### config.mk
export PLATFORM = sky130hd
export DESIGN_NAME = nbl_metric
export DESIGN_NICKNAME = d
export VERILOG_FILES = /design/src/rtl/nbl_pkg.sv /design/src/rtl/nbl_metric.sv
export SDC_FILE = /design/constraint.sdc
export NUM_CORES = 1
export LEC_CHECK = 0
export CORE_MARGIN = 2
export CORE_UTILIZATION = 55
export CTS_CLUSTER_SIZE = 10
export DETAILED_ROUTE_END_ITERATION = 10
export DONT_BUFFER_PORTS = 1
export PLACE_DENSITY = 0.7
export REMOVE_ABC_BUFFERS = 1
export SYNTH_ARGS = -nofsm -noshare
export SYNTH_HDL_FRONTEND = slang
export SYNTH_SLANG_ARGS = --single-unit
### constraint.sdc
create_clock -name i_clk -period 9.5 [get_ports i_clk]
set_clock_uncertainty 0.15 [all_clocks]
set_input_delay 0.95 -clock i_clk [delete_from_list [all_inputs] [get_ports i_clk]]
set_output_delay 0.95 -clock i_clk [all_outputs]
set_load 0.05 [all_outputs]
### src/rtl/nbl_pkg.sv
package nbl_pkg;

    localparam int MAX_BOXES = 64;
    localparam int IDX_W     = (MAX_BOXES > 1) ? $clog2(MAX_BOXES) : 1;
    localparam int CNT_W     = $clog2(MAX_BOXES + 1);

    localparam int COORD_W   = 17;
    localparam int CRD_W     = 18;
    localparam int ABS_W     = 18;
    localparam int SPAN_W    = 19;
    localparam int DIST_W    = 20;
    localparam int OP_W      = 2;
    localparam int STATUS_W  = 3;
    localparam int ENTRY_W   = 6;

    localparam logic signed [CRD_W-1:0] Z_WIDEN = CRD_W'(256);

    localparam logic [OP_W-1:0] OP_INSERT = 2'd0;
    localparam logic [OP_W-1:0] OP_QUERY  = 2'd1;
    localparam logic [OP_W-1:0] OP_CLEAR  = 2'd2;

    localparam logic [STATUS_W-1:0] ST_INSERTED = 3'd0;
    localparam logic [STATUS_W-1:0] ST_FULL     = 3'd1;
    localparam logic [STATUS_W-1:0] ST_FOUND    = 3'd2;
    localparam logic [STATUS_W-1:0] ST_EMPTY    = 3'd3;
    localparam logic [STATUS_W-1:0] ST_CLEARED  = 3'd4;

    typedef struct packed {
        logic signed [COORD_W-1:0] x;
        logic signed [COORD_W-1:0] y;
        logic signed [COORD_W-1:0] z;
    } t_point;

    typedef struct packed {
        logic signed [CRD_W-1:0] lo_x;
        logic signed [CRD_W-1:0] lo_y;
        logic signed [CRD_W-1:0] lo_z;
        logic signed [CRD_W-1:0] hi_x;
        logic signed [CRD_W-1:0] hi_y;
        logic signed [CRD_W-1:0] hi_z;
        logic [SPAN_W-1:0]       span;
    } t_box;

    localparam int BOX_W = $bits(t_box);

endpackage

### src/rtl/nbl_metric.sv
module nbl_metric (
    input  logic                          i_clk,
    input  nbl_pkg::t_box                 i_box,
    input  nbl_pkg::t_point               i_pt,
    output logic [nbl_pkg::DIST_W-1:0]    o_metric
);
    import nbl_pkg::*;

    logic [ABS_W-1:0]  r_d [6];
    logic [SPAN_W-1:0] r_span;
    logic [DIST_W-1:0] r_metric;
    logic [DIST_W:0]   w_sum;

    function automatic logic [ABS_W-1:0] abs_diff(input logic signed [CRD_W-1:0] c,
                                                  input logic signed [COORD_W-1:0] p);
        logic signed [CRD_W:0] d;
        d = {c[CRD_W-1], c} - {{2{p[COORD_W-1]}}, p};
        if (d < 0) begin
            d = -d;
        end
        return d[ABS_W-1:0];
    endfunction

    // stage one: six distances to the faces
    always_ff @(posedge i_clk) begin
        r_d[0] <= abs_diff(i_box.lo_x, i_pt.x);
        r_d[1] <= abs_diff(i_box.hi_x, i_pt.x);
        r_d[2] <= abs_diff(i_box.lo_y, i_pt.y);
        r_d[3] <= abs_diff(i_box.hi_y, i_pt.y);
        r_d[4] <= abs_diff(i_box.lo_z, i_pt.z);
        r_d[5] <= abs_diff(i_box.hi_z, i_pt.z);
        r_span <= i_box.span;
    end

    // stage two: sum, remove the span; never negative, so drop the top bit
    assign w_sum = (DIST_W+1)'(r_d[0]) + (DIST_W+1)'(r_d[1]) + (DIST_W+1)'(r_d[2])
                 + (DIST_W+1)'(r_d[3]) + (DIST_W+1)'(r_d[4]) + (DIST_W+1)'(r_d[5])
                 - (DIST_W+1)'(r_span);

    always_ff @(posedge i_clk) begin
        r_metric <= w_sum[DIST_W-1:0];
    end

    assign o_metric = r_metric;

endmodule

After elaboration in Yosys (flattened, before gate mapping)
Memory sizes are Yosys's and may differ from the RTL's.
Cells that the tools add are included.
{ "totals": {"memories": 1, "ff_bits": 39, "ramBits": 108, "inputBits": 179} }
{ "classes": {"muxes": 6, "magnitude_cmp": 6, "add_sub_neg": 18} }
{ "memory_table": {"columns": ["memory", "depth", "word_bits", "rd", "rd_clocked_by_memory_dff", "write_ports", "line", "rtl"], "rows": [
  ["r_d", 6, 18, 6, 0, 6, "nbl_metric.sv:9", "logic [ABS_W-1:0] r_d [6];"]
]} }
{ "op_table": {"columns": ["cell", "count"], "rows": [
  ["$lt 19x1->1 const B", 6],
  ["$sub 18x17->19", 6],
  ["$mux 18", 6],
  ["$neg 18->18", 6],
  ["$add 20x18->20", 3],
  ["$add 19x18->20", 1],
  ["$sub 20x19->20", 1],
  ["$add 18x18->19", 1]
]} }

Longest topological paths before layout
{ "logic_depth": {"ltp_word": 6, "mapped_depth": 21} }

Worst setup path after synthesis
OpenSTA, ideal clock, no wires.
{ "synth_timing": {"path_kind": "reg2reg", "startpoint": "register r_span[2]", "endpoint": "register r_metric[18] (netlist: o_metric[18])", "synth_period_minus_slack_ns": 4.673, "arrival_ns": 4.451, "n_path_buf": 0, "setup_time_ns": 0.072, "slack_ns": 4.827, "stages_incl_launch_ff": 19, "required_time_ns": 9.278, "cell_sequence": "dfxtp_1 -> inv_1 -> fa_1 -> fa_1 -> fa_1 -> inv_1 -> fa_1 -> inv_1 -> ha_1 -> a21o_1 -> a21oi_1 -> o21ai_0 -> a21oi_1 -> o21ai_0 -> a2111oi_0 -> o41a_1 -> o21ai_0 -> a21oi_1 -> xnor2_1"} }
{ "synth_via": {"elab_chain_cells": 1} }
{ "synth_lines": {"columns": ["item", "line", "rtl"], "rows": [
  ["start: declaration", "nbl_metric.sv:10", "logic [SPAN_W-1:0] r_span;"],
  ["start signal: assignment", "nbl_metric.sv:32", "r_span <= i_box.span;"],
  ["$sub 20x19->20", "nbl_metric.sv:38", "- (DIST_W+1)'(r_span);"],
  ["via w_sum[18]", "nbl_metric.sv:12", "logic [DIST_W:0] w_sum;"],
  ["end signal: assignment", "nbl_metric.sv:41", "r_metric <= w_sum[DIST_W-1:0];"],
  ["end: declaration", "nbl_metric.sv:11", "logic [DIST_W-1:0] r_metric;"]
]} }
The timed path passes the listed nets, and every way through them passes these cells.

==> flow_summary.rst <==
.. list-table::
   :header-rows: 1

   * - Metric
     - Value
   * - Status
     - finished, final reports clean
   * - Largest area contributor in the synthesized netlist
     - dfxtp_1
   * - Number of stages on the worst hold path
     - 1
   * - Instance area after placement
     - 0.0140 sq mm
   * - Crit. path cell count
     - 17
   * - Family of cells with the greatest summed delay on the critical path
     - adder cells
   * - Post-synthesis register bit count
     - 147
   * - RSZ-0062 raised after global routing
     - false
   * - Wire length on met1
     - 15.1 mm
   * - Number of buffers on the longest clock path
     - 2
   * - Fmax
     - 185 MHz
   * - Area added between synthesis and finish
     - 6.64%
   * - Worst-path clk slew
     - 0.06 ns
   * - Fraction of post-synthesis cell area in the top cell type by area
     - 0.215
   * - Chain of cells forming the critical path
     - fa_1 -> fa_1 -> inv_1 -> fa_1 -> fa_1 -> inv_1 -> ha_1 -> a21o_1 -> a21oi_1 -> o21ai_0 -> a21oi_1 -> o21ai_0 -> a2111oi_0 -> o41a_1 -> o21ai_0 -> a21oi_1 -> xnor2_1
   * - Sequential-to-total area share from yosys stat
     - 0.215
   * - Share of post-route cells with drive strength above 1
     - 0.0416
   * - Initial cell density of the core
     - 0.562
   * - Finished Cell Area
     - 0.0146 sq mm
   * - Worst reg2reg path startpoint
     - r_d[1][1]
   * - Vias/cell
     - 5.62
   * - RD Place Congestion
     - 0.901
   * - Met3 Wirelength
     - 2.16 mm
   * - Uppermost routed layer
     - met4
   * - Number of standard-cell rows in the floorplan
     - 57
   * - Final Routed Wirelength
     - 32.4 mm
   * - R2R cell count
     - 17
   * - Placeable core region
     - 0.0244 sq mm
   * - Minimum setup slack among reg-to-reg paths
     - 4.08 ns
   * - Cts bufs inserted
     - 17
   * - Vias in the first global route
     - 10300
   * - Per-instance average area after synthesis
     - 8.58 sq um
   * - Number of setup buffers added after CTS
     - 0
   * - Final-layout fill cell count
     - 2222
   * - Part of the cycle the worst path needs
     - 0.570
   * - Post-detailed-placement half-perimeter wirelength
     - 27.5 mm
   * - Launching instance or port of the critical path
     - r_d[1][1]
   * - Total negative setup slack
     - 0 ns
   * - Count of pins on the block boundary
     - 199
   * - Tot GR Track Use
     - 0.250
   * - Endpoint required time on the critical path
     - 9.70 ns
   * - Buf+Inv Stages, Crit Path
     - 2
   * - WS Path Type
     - reg -> reg
   * - Share of async-settable or async-resettable flops after synthesis
     - 0
   * - Final routed wire length divided by cell count
     - 16.7 microns
   * - Overall die height
     - 162 microns
   * - Number of nets still failing antenna checks after routing
     - 0
   * - Placed Cells incl. Taps
     - 1904
   * - Number of nets at the end of the flow
     - 2009
   * - Capture point of the critical path
     - o_metric[18]
   * - Worst setup SP type
     - flip-flop
   * - Cts repair resizes
     - 0
   * - Tmin final
     - 5.42 ns
   * - Number of search-and-repair iterations in the first detailed-routing pass
     - 5
   * - Tightest slew margin relative to the limit
     - 0.225
   * - Clock tree from TritonCTS
     - built
   * - Clock root cell
     - clkbuf_16
   * - Latest clock arrival within the worst-skew pair
     - 0.43 ns
   * - Max-cap violation count
     - 0
   * - H-Tree Level Count
     - 4
   * - Syn. warnings
     - 0
   * - Highest fanout seen on the critical path
     - 3
   * - Residual overflow from global routing
     - 0
   * - Largest stage delay on the critical path
     - 0.68 ns
   * - Die Span X
     - 162 microns
   * - Netlist Area Pre-Place
     - 0.0137 sq mm
   * - Routed met2 length
     - 14.7 mm
   * - Worst Path Arrival
     - 5.62 ns
   * - Worst hold margin
     - 0.319 ns
   * - Post-detailed-route DRC marker count
     - 0
   * - Count of input and output buffers
     - 0
   * - Kind of capture point of the worst setup path
     - flip-flop
   * - Final setup fails
     - 0
   * - Standard cell with the maximum stage delay on the critical path
     - a2111oi_0
   * - 1st-iter DRT viols
     - 669
   * - Largest cells by area after synthesis
     - dfxtp_1 21%, fa_1 14%, ha_1 13%
   * - Sink count of the clock tree
     - 147
   * - Largest net degree at the start of global routing
     - 17
   * - Final hold vios
     - 0
   * - First-pass GRT wire length
     - 51.6 mm
   * - Count of different cell masters after synthesis
     - 79
   * - Cell seen most often among critical-path stages
     - fa_1
   * - Final non-filler cell total
     - 1938
   * - Cell count after synthesis
     - 1597
   * - Worst-margin pin slew
     - 1.13 ns
   * - Number of synthesized flops with an enable pin
     - 0
   * - Overall via count from detail_route
     - 10900
   * - Number of antenna violations at the first check in global routing
     - 2
   * - Die Footprint
     - 0.0262 sq mm
   * - Top FF cell, synth
     - dfxtp_1
   * - Number of hold-repair buffers added at the cts stage
     - 0
   * - Most numerous cell types in the synthesized netlist
     - 256 x inv_1, 147 x dfxtp_1, 137 x ha_1
   * - Count of pins over their slew limit
     - 0
   * - Tightest Hold Check Type
     - reg -> reg
   * - Most instantiated library cell after synthesis
     - inv_1
   * - End of the worst register-to-register path
     - o_metric[18]
[stage by stage]
step,util,setup slack (ns)
after floorplan,-,4.83
after global placement,0.576,4.28
after detailed placement,0.576,4.15
after CTS,0.599,4.14
after global routing,0.599,3.80
final,0.599,4.08
[worst min-delay path by stage]
stage | end | slack [ns] | startpoint
floorplan | o_metric[0] | 0.28 | r_d[4][0]
global placement | o_metric[0] | 0.29 | r_d[4][0]
detailed placement | o_metric[0] | 0.30 | r_d[4][0]
CTS | o_metric[0] | 0.32 | r_d[4][0]
global route | o_metric[0] | 0.34 | r_d[4][0]
finish | o_metric[0] | 0.32 | r_d[4][0]
[placed cells by master (no fill, tap or decap), types with 14 or more instances in the layout]
cell / n
nor3_1: 34
o21a_1: 17
nand2_1: 79
clkbuf_16: 17
o21bai_1: 15
a211oi_1: 20
ha_1: 137
o21ai_0: 83
and3_1: 15
xnor2_1: 136
dfxtp_1: 147
xor2_1: 47
a21o_1: 36
inv_1: 256
fa_1: 94
a31oi_1: 20
nand2b_1: 14
o31ai_1: 19
nor2b_1: 27
a21oi_1: 92
nand3_1: 31
nor2_1: 100
[cell families (layout without fill, tap and decap cells)]
family,after synthesis,count (layout),synth area share
AO/OA/AOI/OAI,381,381,0.184
XOR/XNOR,183,183,0.117
multiplexers,8,8,0.00621
AND/OR/NAND/NOR,374,374,0.140
adder cells (fa/ha/maj),231,231,0.262
other,0,2,0
flip-flops,147,147,0.215
buffers and inverters,273,288,0.0751
[layer usage]
metal,vias to the layer above,GRT usage
li1,5467,-
met1,5104,0.347
met5,-,0
met2,288,0.399
met4,0,0.0543
met3,27,0.0608
[registers in the layout, indices dropped and copies added, names as in the netlist]
register,flops
r_d,108
o_metric,20
r_span,19
[layout make-up]
type / count / area, sq um / area share
antenna: 2 / 5.00 / 0.000342
clock buffer: 17 / 425 / 0.0291
clock inverter: 15 / 141 / 0.00968
inverter: 256 / 961 / 0.0658
multi-input combinational: 1177 / 9730 / 0.666
sequential: 147 / 2940 / 0.201
tap: 324 / 405 / 0.0277
Power is left out: the tool's default activity adds up to more than one toggle a clock period on the data nets, which glitch-free logic cannot reach.
