File: src/rtl/nbl_ram.sv
module nbl_ram #(
    parameter int WIDTH = 8,
    parameter int DEPTH = 16
) (
    input  logic                                           i_clk,
    input  logic                                           i_we,
    input  logic [((DEPTH > 1) ? $clog2(DEPTH) : 1)-1:0]   i_waddr,
    input  logic [WIDTH-1:0]                               i_wdata,
    input  logic [((DEPTH > 1) ? $clog2(DEPTH) : 1)-1:0]   i_raddr,
    output logic [WIDTH-1:0]                               o_rdata
);

    logic [WIDTH-1:0] r_mem [DEPTH];
    logic [WIDTH-1:0] r_rdata;

    always_ff @(posedge i_clk) begin
        if (i_we) begin
            r_mem[i_waddr] <= i_wdata;
        end
        r_rdata <= r_mem[i_raddr];
    end

    assign o_rdata = r_rdata;

endmodule

File: config.mk
export PLATFORM = sky130hd
export DESIGN_NAME = nbl_ram
export DESIGN_NICKNAME = d
export VERILOG_FILES = /design/src/rtl/nbl_ram.sv
export SDC_FILE = /design/constraint.sdc
export NUM_CORES = 1
export LEC_CHECK = 0
export BUFFER_PORTS_ARGS = -buffer_cell sky130_fd_sc_hd__buf_2
export CORE_MARGIN = 4
export CORE_UTILIZATION = 45
export CTS_CLUSTER_SIZE = 25
export DETAILED_ROUTE_END_ITERATION = 16
export GPL_ROUTABILITY_DRIVEN = 0
export PLACE_DENSITY = 0.71
export SLEW_MARGIN = 20
export SYNTH_ARGS = -nofsm -noshare
export SYNTH_HDL_FRONTEND = slang
export SYNTH_SLANG_ARGS = --single-unit
File: constraint.sdc
create_clock -name i_clk -period 3.9 [get_ports i_clk]
set_clock_uncertainty 0.05 [all_clocks]
set_input_delay 0.39 -clock i_clk [delete_from_list [all_inputs] [get_ports i_clk]]
set_output_delay 0.39 -clock i_clk [all_outputs]
set_load 0.03 [all_outputs]
* Word level (Yosys, flattened, before mapping) *
Memories as Yosys holds them, arrays and structs flattened. A register that Yosys moved wholly into a read port is not among the register bits.
Index checks and enable logic that the tools add are counted.

storage, ports and cells
  register bits after elaboration = 0
  input bits = 18
  memories = 1
  RAM bits = 128
  latch bits = 0
  bits in read-only memories = 0

memories
  name   words  width  read ports  clocked after memory_dff  wr ports  line  text
  r_mem  16     8      1           1                         1         13    logic [WIDTH-1:0] r_mem [DEPTH];

operators by class
  shift-type cells = 0
  equal/unequal tests = 0
  bitwise operators = 0
  $add $sub $neg = 0
  divide/modulo/power cells = 0
  multipliers = 0
  order comparisons = 0
  reduce and logical (&&, ||, !) cells = 0
  multiplexer cells = 2

operator list
  operator          count
  1-bit 2-to-1 mux  2

* Logic depth before layout (Yosys ltp) *
Gate-level depths: netlist of the first run.

  word-level depth = 2
  depth in mapped cells = 5
  mapped depth without buffers = 3

* Least setup slack after synthesis of the first run *
OpenSTA, ideal clock, no wires.

  path kind = input port to flip-flop
  start point = in i_waddr[2] (netlist name)
  end point = mem r_mem[0][0] (enable)
  required time = 3467 ps
  path slack = 1967 ps
  arrival = 1500 ps
  path buffers = 0
  setup time = 383 ps
  stages on the path = 2
  path through = or3b_2 > nor3_1

RTL lines
  element             line  text
  start: declaration  7     input logic [((DEPTH > 1) ? $clog2(DEPTH) : 1)-1:0] i_waddr,
  end: declaration    13

Straight into the memory's write port.

==> results.py, run 1 <==
metrics = {
    "run_status": {
        "run_status": "complete, no violations",
    },
    "drt": {
        "detail_route_antenna_nets": 0,
        "num_vias": 2348,
        "detail_route.wl_per_cell_um": 22.4,
        "avgViaCountPerCell": 5.60,
        "drt_drc_violations_left": 0,
        "detailedRoute.firstPassIterationCount": 4,
        "initialDrtViolationCount": 141,
        "drt_wl_total_um": 9380,
    },
    "synth": {
        "syn-mean-instance-area_sq_um": 22.5,
        "yosys.area.top_type": "sky130_fd_sc_hd__edfxtp_1",
        "post_synth_instance_area_sq_mm": 0.00515,
        "synth-main-ff-cell": "sky130_fd_sc_hd__edfxtp_1",
        "yosys-top-cells-area": "sky130_fd_sc_hd__edfxtp_1 75%, sky130_fd_sc_hd__mux4_2 7.9%, sky130_fd_sc_hd__mux4_1 7.1%",
        "synthArstFlopShare": 0,
        "part_of_the_yosys_area_used_for_sequential_elements": 0.778,
        "yosys.cell_types.count": 19,
        "ys_ff_latch": 136,
        "post_synth_inst_count": 229,
        "area_share_of_the_leading_cell_type_in_the_synthesized_netlist": 0.747,
        "yosys_warnings": 0,
        "synth-edff-count": 128,
        "syn-num-nets": 247,
    },
    "power_and_ir_drop": {
        "power_density_mw_per_mm2": 564,
        "total_power_mw": 3.37,
        "leakagePower_nw": 1.99,
        "worst_ir_drop_vdd_v": 0.000418,
    },
    "setup_path": {
        "timing.critical_path.fanout_max": 17,
        "critical_path_required_ns": 4.15,
        "cp_data_arrival_time_ns": 2.11,
        "criticalPathCategory": "in2reg",
        "worstReg2RegEnd": "o_rdata[5]$_DFF_P_",
        "rr_startpoint": "r_mem[0][5]$_DFFE_PP_",
        "crit_path_start_kind": "primary input",
        "r2r.worst_path.cells": 3,
        "worst_setup_path_end_kind": "flip-flop",
        "regToRegSetupSlack_ns": 2.47,
    },
    "placed_design": {
        "number_of_port_buffers": 25,
        "hpwl_after_detailed_placement_um": 5750,
        "worst_setup_slack_post_dpl_ns": 1.56,
    },
    "finish": {
        "number_of_diodes_added_for_antenna_fixing": 0,
        "drive_gt1_frac": 0.287,
        "final_nets": 284,
        "num-fill-cells": 822,
        "flow.area_growth_from_synthesis_pct": 16.3,
    },
    "min_path": {
        "worstHoldEndpoint": "r_mem[7][0]$_DFFE_PP_",
        "hold-path-cell-count": 1,
        "worstHoldStart": "i_wdata[0]",
        "class_of_the_most_critical_hold_timing_path": "in2reg",
    },
    "sta": {
        "setup_violations": 0,
        "timing.setup.tns_ns": 0,
        "relSlewSlack": 0.373,
        "max_clock_freq_mhz": 535,
        "hold_viol": 0,
        "setup_repair_after_global_routing_missed_its_margin": "false",
        "min_period_ns": 1.87,
        "setup_slack_ns": 2.03,
        "worstMarginPinSlew_ns": 0.937,
        "slew_violations": 0,
        "period_utilisation_layout": 0.479,
    },
    "clock_tree": {
        "cts_root_cell": "sky130_fd_sc_hd__clkbuf_16",
        "ctsLongestPathBuffers": 2,
        "post_cts.repair.setup_buffers": 0,
        "cts_htree_levels": 4,
        "cts_hold_repair.buffers": 0,
        "insertion_delay_ns": 0.41,
        "cts_tree": "done",
        "post_cts_resized": 0,
        "clock_sink_count": 136,
        "clk_transition_reported_paths_ns": 0.06,
        "cts_buffers": 17,
    },
    "floorplanning": {
        "floorplan.io_pins": 26,
        "fp-row-count": 38,
        "die_area_sq_mm": 0.0132,
        "chipHeight_um": 115,
        "die-width_um": 115,
        "floorplan.initialDensity": 0.467,
        "core_box_area_sq_mm": 0.0110,
    },
    "global_route": {
        "first_global_vias": 2478,
        "globalRoute.totalOverflow": 0,
        "gr-usage-all-layers": 0.154,
        "initial_antenna_violation_count": 0,
        "grt_first_pass_wirelength_um": 14300,
        "grt_start_max_net_pins": 33,
    },
    "flow_run": {
        "drv_cap": 0,
    },
}
[stage by stage]
| step | std cells | utilization | hold slack, ns | area [sq um] |
|---|---|---|---|---|
| floorplan | 229 | - | 0.439 | 5150 |
| global placement | 387 | 0.489 | 0.599 | 5390 |
| detailed placement | 387 | 0.489 | 0.613 | 5390 |
| CTS | 419 | 0.543 | 0.300 | 5990 |
| global route | 419 | 0.543 | 0.315 | 5990 |
| finish | 419 | 0.543 | 0.313 | 5990 |
[cells in the mapped netlist (2+ instances only)]
master	instances
sky130_fd_sc_hd__nor3_1	4
sky130_fd_sc_hd__nand2b_1	2
sky130_fd_sc_hd__nand3b_1	2
sky130_fd_sc_hd__edfxtp_1	128
sky130_fd_sc_hd__buf_6	3
sky130_fd_sc_hd__nand2_1	9
sky130_fd_sc_hd__mux4_2	18
sky130_fd_sc_hd__dfxtp_1	8
sky130_fd_sc_hd__clkdlybuf4s25_2	3
sky130_fd_sc_hd__nor2_1	13
sky130_fd_sc_hd__a22oi_1	16
sky130_fd_sc_hd__mux4_1	14
sky130_fd_sc_hd__buf_2	3
[logic make-up after synthesis]
logic type	count (synthesis)	synth area share
muxes	32	0.150
and+or+nand+nor	35	0.0318
buffers and inverters	10	0.0168
DFF	136	0.778
AOI/OAI and AO/OA	16	0.0233
[routing by layer]
metal	track usage	wire length (um)	part of all wire
met1	0.195	4050	0.43
met2	0.255	4870	0.52
met3	0.0447	350	0.037
met4	0.0540	108	0.012
met5	0	0	0
[registers in the layout, indices dropped and copies added, names as in the netlist]
register,flops
r_mem,128
o_rdata,8
[worst max-delay path: stages]
cell and delay (ns):
sky130_fd_sc_hd__buf_2 0.43, sky130_fd_sc_hd__buf_4 0.41, sky130_fd_sc_hd__mux4_1 0.61, sky130_fd_sc_hd__a22oi_1 0.20
sky130_fd_sc_hd__nand2_1 0.06
[power breakdown]
group / switching, mW / internal, mW
sequential: 0.00887 / 1.63
combinational: 0.100 / 0.0593
clock: 0.618 / 0.953
total: 0.727 / 2.65
[placed cells by master (no fill, tap or decap), types with 2 or more instances in the layout]
cell,synthesis,routed
sky130_fd_sc_hd__buf_4,1,3
sky130_fd_sc_hd__clkbuf_16,0,17
sky130_fd_sc_hd__nor3_1,4,2
sky130_fd_sc_hd__inv_6,0,5
sky130_fd_sc_hd__clkinv_4,0,2
sky130_fd_sc_hd__a22oi_1,16,16
sky130_fd_sc_hd__nand2_1,9,9
sky130_fd_sc_hd__buf_2,3,25
sky130_fd_sc_hd__nand2b_1,2,2
sky130_fd_sc_hd__nor3_2,0,2
sky130_fd_sc_hd__nand3b_1,2,2
sky130_fd_sc_hd__edfxtp_1,128,128
sky130_fd_sc_hd__bufinv_16,0,2
sky130_fd_sc_hd__dfxtp_1,8,8
sky130_fd_sc_hd__clkinvlp_4,0,4
sky130_fd_sc_hd__nor2_1,13,13
sky130_fd_sc_hd__mux4_1,14,14
sky130_fd_sc_hd__mux4_2,18,18
[final cells by class]
type                    count  area, sq um  share of cell area
clock inverters            15          166              0.0278
flip-flops and latches    136         4000               0.669
clock buffers              17          425              0.0711
multi-input cells          83         1070               0.178
well taps                 140          175              0.0293
repair buffers             28          148              0.0247
[worst max-delay path by stage]
stage / slack [ns] / startpoint / depth (start not counted) / to
finish: 2.03 / i_raddr[0] / 5 / o_rdata[2]$_DFF_P_
floorplan: 1.97 / i_waddr[2] / 2 / r_mem[0][0]$_DFFE_PP_
CTS: 1.99 / i_raddr[0] / 5 / o_rdata[2]$_DFF_P_
global placement: 1.46 / i_waddr[2] / 3 / r_mem[0][7]$_DFFE_PP_
detailed placement: 1.56 / i_raddr[0] / 5 / o_rdata[2]$_DFF_P_
global route: 1.84 / i_raddr[0] / 5 / o_rdata[2]$_DFF_P_
Power figures use the tool's default switching activity.
==> run 2, diff against run 1 <==
- PLACE_DENSITY: 0.71 -> 0.73
- clock period: 3.9 -> 1.6 ns (I/O delays scaled with it)
==> run 2 against run 1 <==
  * Register-to-register slack worse by 2.3 ns
  * Flip-flop and latch count unchanged
  * Die area unchanged
  * Routed wire length up 2.7%
  * Critical path depth down 2
==> results.py, run 2 (synthesis gave the netlist of run 1 again) <==
metrics = {
    "finish": {
        "finish.utilization": 0.555,
        "most-common-layout-cells": "128 x sky130_fd_sc_hd__edfxtp_1, 25 x sky130_fd_sc_hd__buf_2, 20 x sky130_fd_sc_hd__buf_4, 18 x sky130_fd_sc_hd__mux4_2, 17 x sky130_fd_sc_hd__clkbuf_16",
        "drive_gt1_frac": 0.329,
        "flow.area_growth_from_synthesis_pct": 19.0,
        "number_of_diodes_added_for_antenna_fixing": 0,
        "mostFrequentLayoutCell": "sky130_fd_sc_hd__edfxtp_1",
        "register_with_the_most_flip_flops": "r_mem",
        "largest_reg_flops": 128,
        "final_nets": 303,
    },
    "global_route": {
        "globalRoute.totalOverflow": 0,
        "grt_first_pass_wirelength_um": 14900,
        "grt_start_max_net_pins": 33,
        "first_global_vias": 2576,
        "initial_antenna_violation_count": 0,
        "gr-usage-all-layers": 0.159,
    },
    "floorplanning": {
        "chipHeight_um": 115,
        "die-width_um": 115,
        "die_area_sq_mm": 0.0132,
        "core_box_area_sq_mm": 0.0110,
        "floorplan.io_pins": 26,
        "fp-row-count": 38,
        "floorplan.initialDensity": 0.467,
    },
    "sta": {
        "setup_repair_after_global_routing_missed_its_margin": "false",
        "setup_slack_ns": 0.185,
        "timing.setup.tns_ns": 0,
        "period_utilisation_layout": 0.885,
        "hold_viol": 0,
        "slew_violations": 0,
        "worstMarginPinSlew_ns": 0.684,
        "setup_violations": 0,
        "relSlewSlack": 0.542,
        "max_clock_freq_mhz": 707,
        "min_period_ns": 1.42,
    },
    "clock_tree": {
        "ctsLongestPathBuffers": 2,
        "clk_transition_reported_paths_ns": 0.06,
        "clock_sink_count": 136,
        "cts_htree_levels": 4,
        "cts_tree": "done",
        "post_cts.repair.setup_buffers": 0,
        "cts_root_cell": "sky130_fd_sc_hd__clkbuf_16",
        "cts_buffers": 17,
        "post_cts_resized": 0,
        "cts_hold_repair.buffers": 0,
        "insertion_delay_ns": 0.40,
    },
    "power_and_ir_drop": {
        "worst_ir_drop_vdd_v": 0.000765,
        "power_density_mw_per_mm2": 1310,
        "leakagePower_nw": 2.10,
    },
    "drt": {
        "drt_drc_violations_left": 0,
        "detail_route_antenna_nets": 0,
        "avgViaCountPerCell": 5.57,
        "detail_route.wl_per_cell_um": 22.0,
        "drt_wl_total_um": 9640,
        "detailedRoute.firstPassIterationCount": 4,
        "num_vias": 2440,
        "initialDrtViolationCount": 237,
    },
    "placed_design": {
        "hpwl_after_detailed_placement_um": 6120,
        "worst_setup_slack_post_dpl_ns": -0.0516,
        "number_of_port_buffers": 25,
    },
    "setup_path": {
        "critical_path.top_delay_family": "multiplexers",
        "cp_data_arrival_time_ns": 1.65,
        "crit_path_max_incr_delay_ns": 0.49,
        "timing.critical_path.fanout_max": 1,
        "critical_path_required_ns": 1.83,
        "worst-path-buf-inv": 0,
        "crit_path_start_kind": "flip-flop",
        "timing.critical_path.cells": "mux4_1, a22oi_1, nand2_1",
        "slowest_stage": "sky130_fd_sc_hd__mux4_1",
        "worst_setup_path_end_kind": "flip-flop",
        "criticalPathCategory": "reg2reg",
    },
    "min_path": {
        "class_of_the_most_critical_hold_timing_path": "in2reg",
    },
    "run_status": {
        "run_status": "complete, no violations",
    },
    "flow_run": {
        "drv_cap": 0,
    },
}
==> run 2: cell types whose count changed in the layout (fill, tap and decap cells not counted), moves of 2 or more <==
| cell | previous run | this run |
|---|---|---|
| sky130_fd_sc_hd__buf_12 | 0 | 2 |
| sky130_fd_sc_hd__clkinv_2 | 0 | 5 |
| sky130_fd_sc_hd__clkbuf_8 | 0 | 3 |
| sky130_fd_sc_hd__buf_4 | 3 | 20 |
| sky130_fd_sc_hd__clkinvlp_4 | 4 | 2 |
| sky130_fd_sc_hd__inv_6 | 5 | 2 |
==> run 2: final timing paths <==
path	start	slack, ns	cells after the start	end
hold reg to reg	r_mem[15][2]$_DFFE_PP_	0.62	3	o_rdata[2]$_DFF_P_
hold / removal	i_wdata[2]	0.09	1	r_mem[12][2]$_DFFE_PP_
setup reg to reg	r_mem[0][3]$_DFFE_PP_	0.18	3	o_rdata[3]$_DFF_P_
setup / recovery	r_mem[0][3]$_DFFE_PP_	0.18	3	o_rdata[3]$_DFF_P_
==> run 2: worst register-to-register path, stage by stage (launching register included) <==
cell and delay [ns]:
sky130_fd_sc_hd__edfxtp_1 0.37, sky130_fd_sc_hd__mux4_1 0.49, sky130_fd_sc_hd__a22oi_1 0.29, sky130_fd_sc_hd__nand2_1 0.09
==> run 2: cell type report <==
class                   count  area, sq um
flip-flops and latches    136         4000
fillers                   819         4910
well taps                 140          175
clock inverters            11         96.3
clock buffers              21          470
multi-input cells          83         1060
repair buffers             47          315
==> run 2: power breakdown <==
| group | switching [mW] | leakage, nW | internal, mW |
|---|---|---|---|
| combinational | 0.247 | 0.596 | 0.166 |
| clock | 1.38 | 0.279 | 2.26 |
| sequential | 0.0220 | 1.22 | 3.98 |
==> run 2: through the flow <==
stage / hold WS, ns / power (mW) / instance area, sq um / instances
after global placement: 0.492 / 4.48 / 5560 / 406
after CTS: 0.0781 / 8.12 / 6120 / 438
after floorplan: 0.209 / 4.32 / 5150 / 229
final: 0.0937 / 8.05 / 6120 / 438
after detailed placement: 0.513 / 4.50 / 5560 / 406
after global routing: 0.0924 / 8.33 / 6120 / 438
==> run 2: routing by layer <==
metal / routed length [um] / vias to the layer above / global-route usage
li1: - / 1086 / -
met1: 4000 / 1279 / 0.202
met2: 5030 / 68 / 0.260
met3: 505 / 7 / 0.0432
met4: 101 / 0 / 0.0626
met5: 0 / - / 0
==> run 3, diff against run 2 <==
- REMOVE_ABC_BUFFERS: unset -> 1
==> run 3 against run 2 <==
  * Routed wire length increased by 1.0%
  * First-iteration DRC count decreased by 8.4%
  * Highest routed layer unchanged
  * Combinational power increased by 2%
  * Die area unchanged
==> results.py, run 3 (synthesis gave the netlist of run 1 again) <==
metrics = {
    "power_and_ir_drop": {
        "total_power_mw": 8.30,
        "power_density_mw_per_mm2": 1340,
        "worst_ir_drop_vdd_v": 0.000867,
        "leakagePower_nw": 2.15,
    },
    "floorplanning": {
        "floorplan.initialDensity": 0.467,
        "fp-row-count": 38,
        "core_box_area_sq_mm": 0.0110,
        "floorplan.io_pins": 26,
        "die-width_um": 115,
        "die_area_sq_mm": 0.0132,
        "chipHeight_um": 115,
    },
    "setup_path": {
        "critical_path.top_delay_family": "multiplexers",
        "cp_data_arrival_time_ns": 1.67,
        "worstReg2RegEnd": "o_rdata[1]$_DFF_P_",
        "path_depth": 3,
        "worst-path-buf-inv": 0,
        "slowest_stage": "sky130_fd_sc_hd__mux4_1",
        "worst_setup_path_end_kind": "flip-flop",
        "regToRegSetupSlack_ns": 0.16,
        "crit_path_start_kind": "flip-flop",
        "timing.critical_path.cells": "mux4_1, a22oi_1, nand2_1",
        "critical_path.endpoint": "o_rdata[1]$_DFF_P_",
        "criticalPathCategory": "reg2reg",
        "startpoint": "r_mem[5][1]$_DFFE_PP_",
        "critical_path_required_ns": 1.84,
        "r2r.worst_path.cells": 3,
        "crit_path_max_incr_delay_ns": 0.55,
        "rr_startpoint": "r_mem[5][1]$_DFFE_PP_",
        "timing.critical_path.fanout_max": 1,
    },
    "global_route": {
        "gr-usage-all-layers": 0.163,
        "grt_start_max_net_pins": 31,
        "initial_antenna_violation_count": 0,
        "first_global_vias": 2656,
        "globalRoute.totalOverflow": 0,
        "grt_first_pass_wirelength_um": 15300,
    },
    "placed_design": {
        "number_of_port_buffers": 25,
        "hpwl_after_detailed_placement_um": 6250,
    },
    "finish": {
        "final_nets": 310,
        "mostFrequentLayoutCell": "sky130_fd_sc_hd__edfxtp_1",
        "number_of_diodes_added_for_antenna_fixing": 0,
        "drive_gt1_frac": 0.325,
        "most-common-layout-cells": "128 x sky130_fd_sc_hd__edfxtp_1, 26 x sky130_fd_sc_hd__buf_4, 25 x sky130_fd_sc_hd__buf_2, 18 x sky130_fd_sc_hd__mux4_2, 17 x sky130_fd_sc_hd__clkbuf_16",
        "num-fill-cells": 830,
        "largest_reg_flops": 128,
        "register_with_the_most_flip_flops": "r_mem",
        "flow.area_growth_from_synthesis_pct": 20.5,
    },
    "drt": {
        "detail_route.wl_per_cell_um": 21.9,
        "initialDrtViolationCount": 217,
        "num_vias": 2477,
        "avgViaCountPerCell": 5.57,
        "drt_wl_total_um": 9740,
        "detail_route_antenna_nets": 0,
        "drt_drc_violations_left": 0,
        "detailedRoute.firstPassIterationCount": 4,
    },
    "clock_tree": {
        "post_cts_resized": 0,
        "cts_htree_levels": 4,
        "post_cts.repair.setup_buffers": 0,
        "clk_transition_reported_paths_ns": 0.06,
        "cts_buffers": 17,
        "cts_hold_repair.buffers": 0,
        "insertion_delay_ns": 0.41,
        "cts_root_cell": "sky130_fd_sc_hd__clkbuf_16",
        "clock_sink_count": 136,
        "ctsLongestPathBuffers": 2,
        "cts_tree": "done",
    },
    "run_status": {
        "run_status": "complete, no violations",
    },
    "sta": {
        "slew_violations": 0,
        "worstMarginPinSlew_ns": 0.373,
        "setup_repair_after_global_routing_missed_its_margin": "false",
        "relSlewSlack": 0.751,
        "hold_viol": 0,
        "max_clock_freq_mhz": 695,
        "min_period_ns": 1.44,
        "setup_violations": 0,
        "period_utilisation_layout": 0.899,
        "worst_hold_slack_ns": 0.0823,
    },
    "flow_run": {
        "drv_cap": 0,
    },
    "min_path": {
        "class_of_the_most_critical_hold_timing_path": "in2reg",
    },
}
-- run 3: cell count changes in the layout (fill, tap and decap cells not counted), sizes merged --
| cell | change |
|---|---|
| buf | +7 |
| bufinv | +2 |
| clkinvlp | -2 |
| clkinv | -1 |
| inv | +1 |
-- run 3: final cells by class --
cell class,instances,area [sq um],area share
well taps,140,175,0.0282
clock buffers,21,440,0.0710
repair buffers,54,380,0.0613
flip-flops and latches,136,4000,0.645
multi-input cells,83,1060,0.170
clock inverters,11,146,0.0236
-- run 3: how the worst min path moves through the flow --
stage	endpoint	slack [ns]	cells after the start	start
6_report	r_mem[10][7]$_DFFE_PP_	0.08	1	i_wdata[7]
5_1_grt	r_mem[12][7]$_DFFE_PP_	0.08	1	i_wdata[7]
4_1_cts	r_mem[13][7]$_DFFE_PP_	0.07	1	i_wdata[7]
3_5_place_dp	r_mem[4][7]$_DFFE_PP_	0.51	1	i_wdata[7]
3_3_place_gp	r_mem[6][7]$_DFFE_PP_	0.50	1	i_wdata[7]
2_1_floorplan	r_mem[0][0]$_DFFE_PP_	0.21	0	i_wdata[0]
-- run 3: per-stage QoR --
step	std cells	setup TNS, ns	instance area [sq um]	setup WS [ns]	util
floorplan	219	-0.823	5060	-0.103	-
global placement	413	-0.106	5620	-0.0609	0.509
detailed placement	413	-0.0944	5620	-0.0578	0.509
CTS	445	0	6200	0.169	0.562
global route	445	0	6200	0.108	0.562
finish	445	0	6200	0.162	0.562
-- run 3: routing by layer --
| layer | vias up | global-route usage | part of all wire |
|---|---|---|---|
| met2 | 68 | 0.251 | 0.48 |
| met5 | - | 0 | 0 |
| met1 | 1300 | 0.226 | 0.46 |
| met4 | 0 | 0.0587 | 0.012 |
| li1 | 1101 | - | - |
| met3 | 8 | 0.0458 | 0.048 |
-- run 3: power by group --
group	internal (mW)	switching (mW)	total (mW)	leakage, nW
registers	3.98	0.0260	4.01	1.22
logic	0.172	0.249	0.421	0.638
clock network	2.46	1.41	3.87	0.285
total	6.61	1.68	8.30	2.15
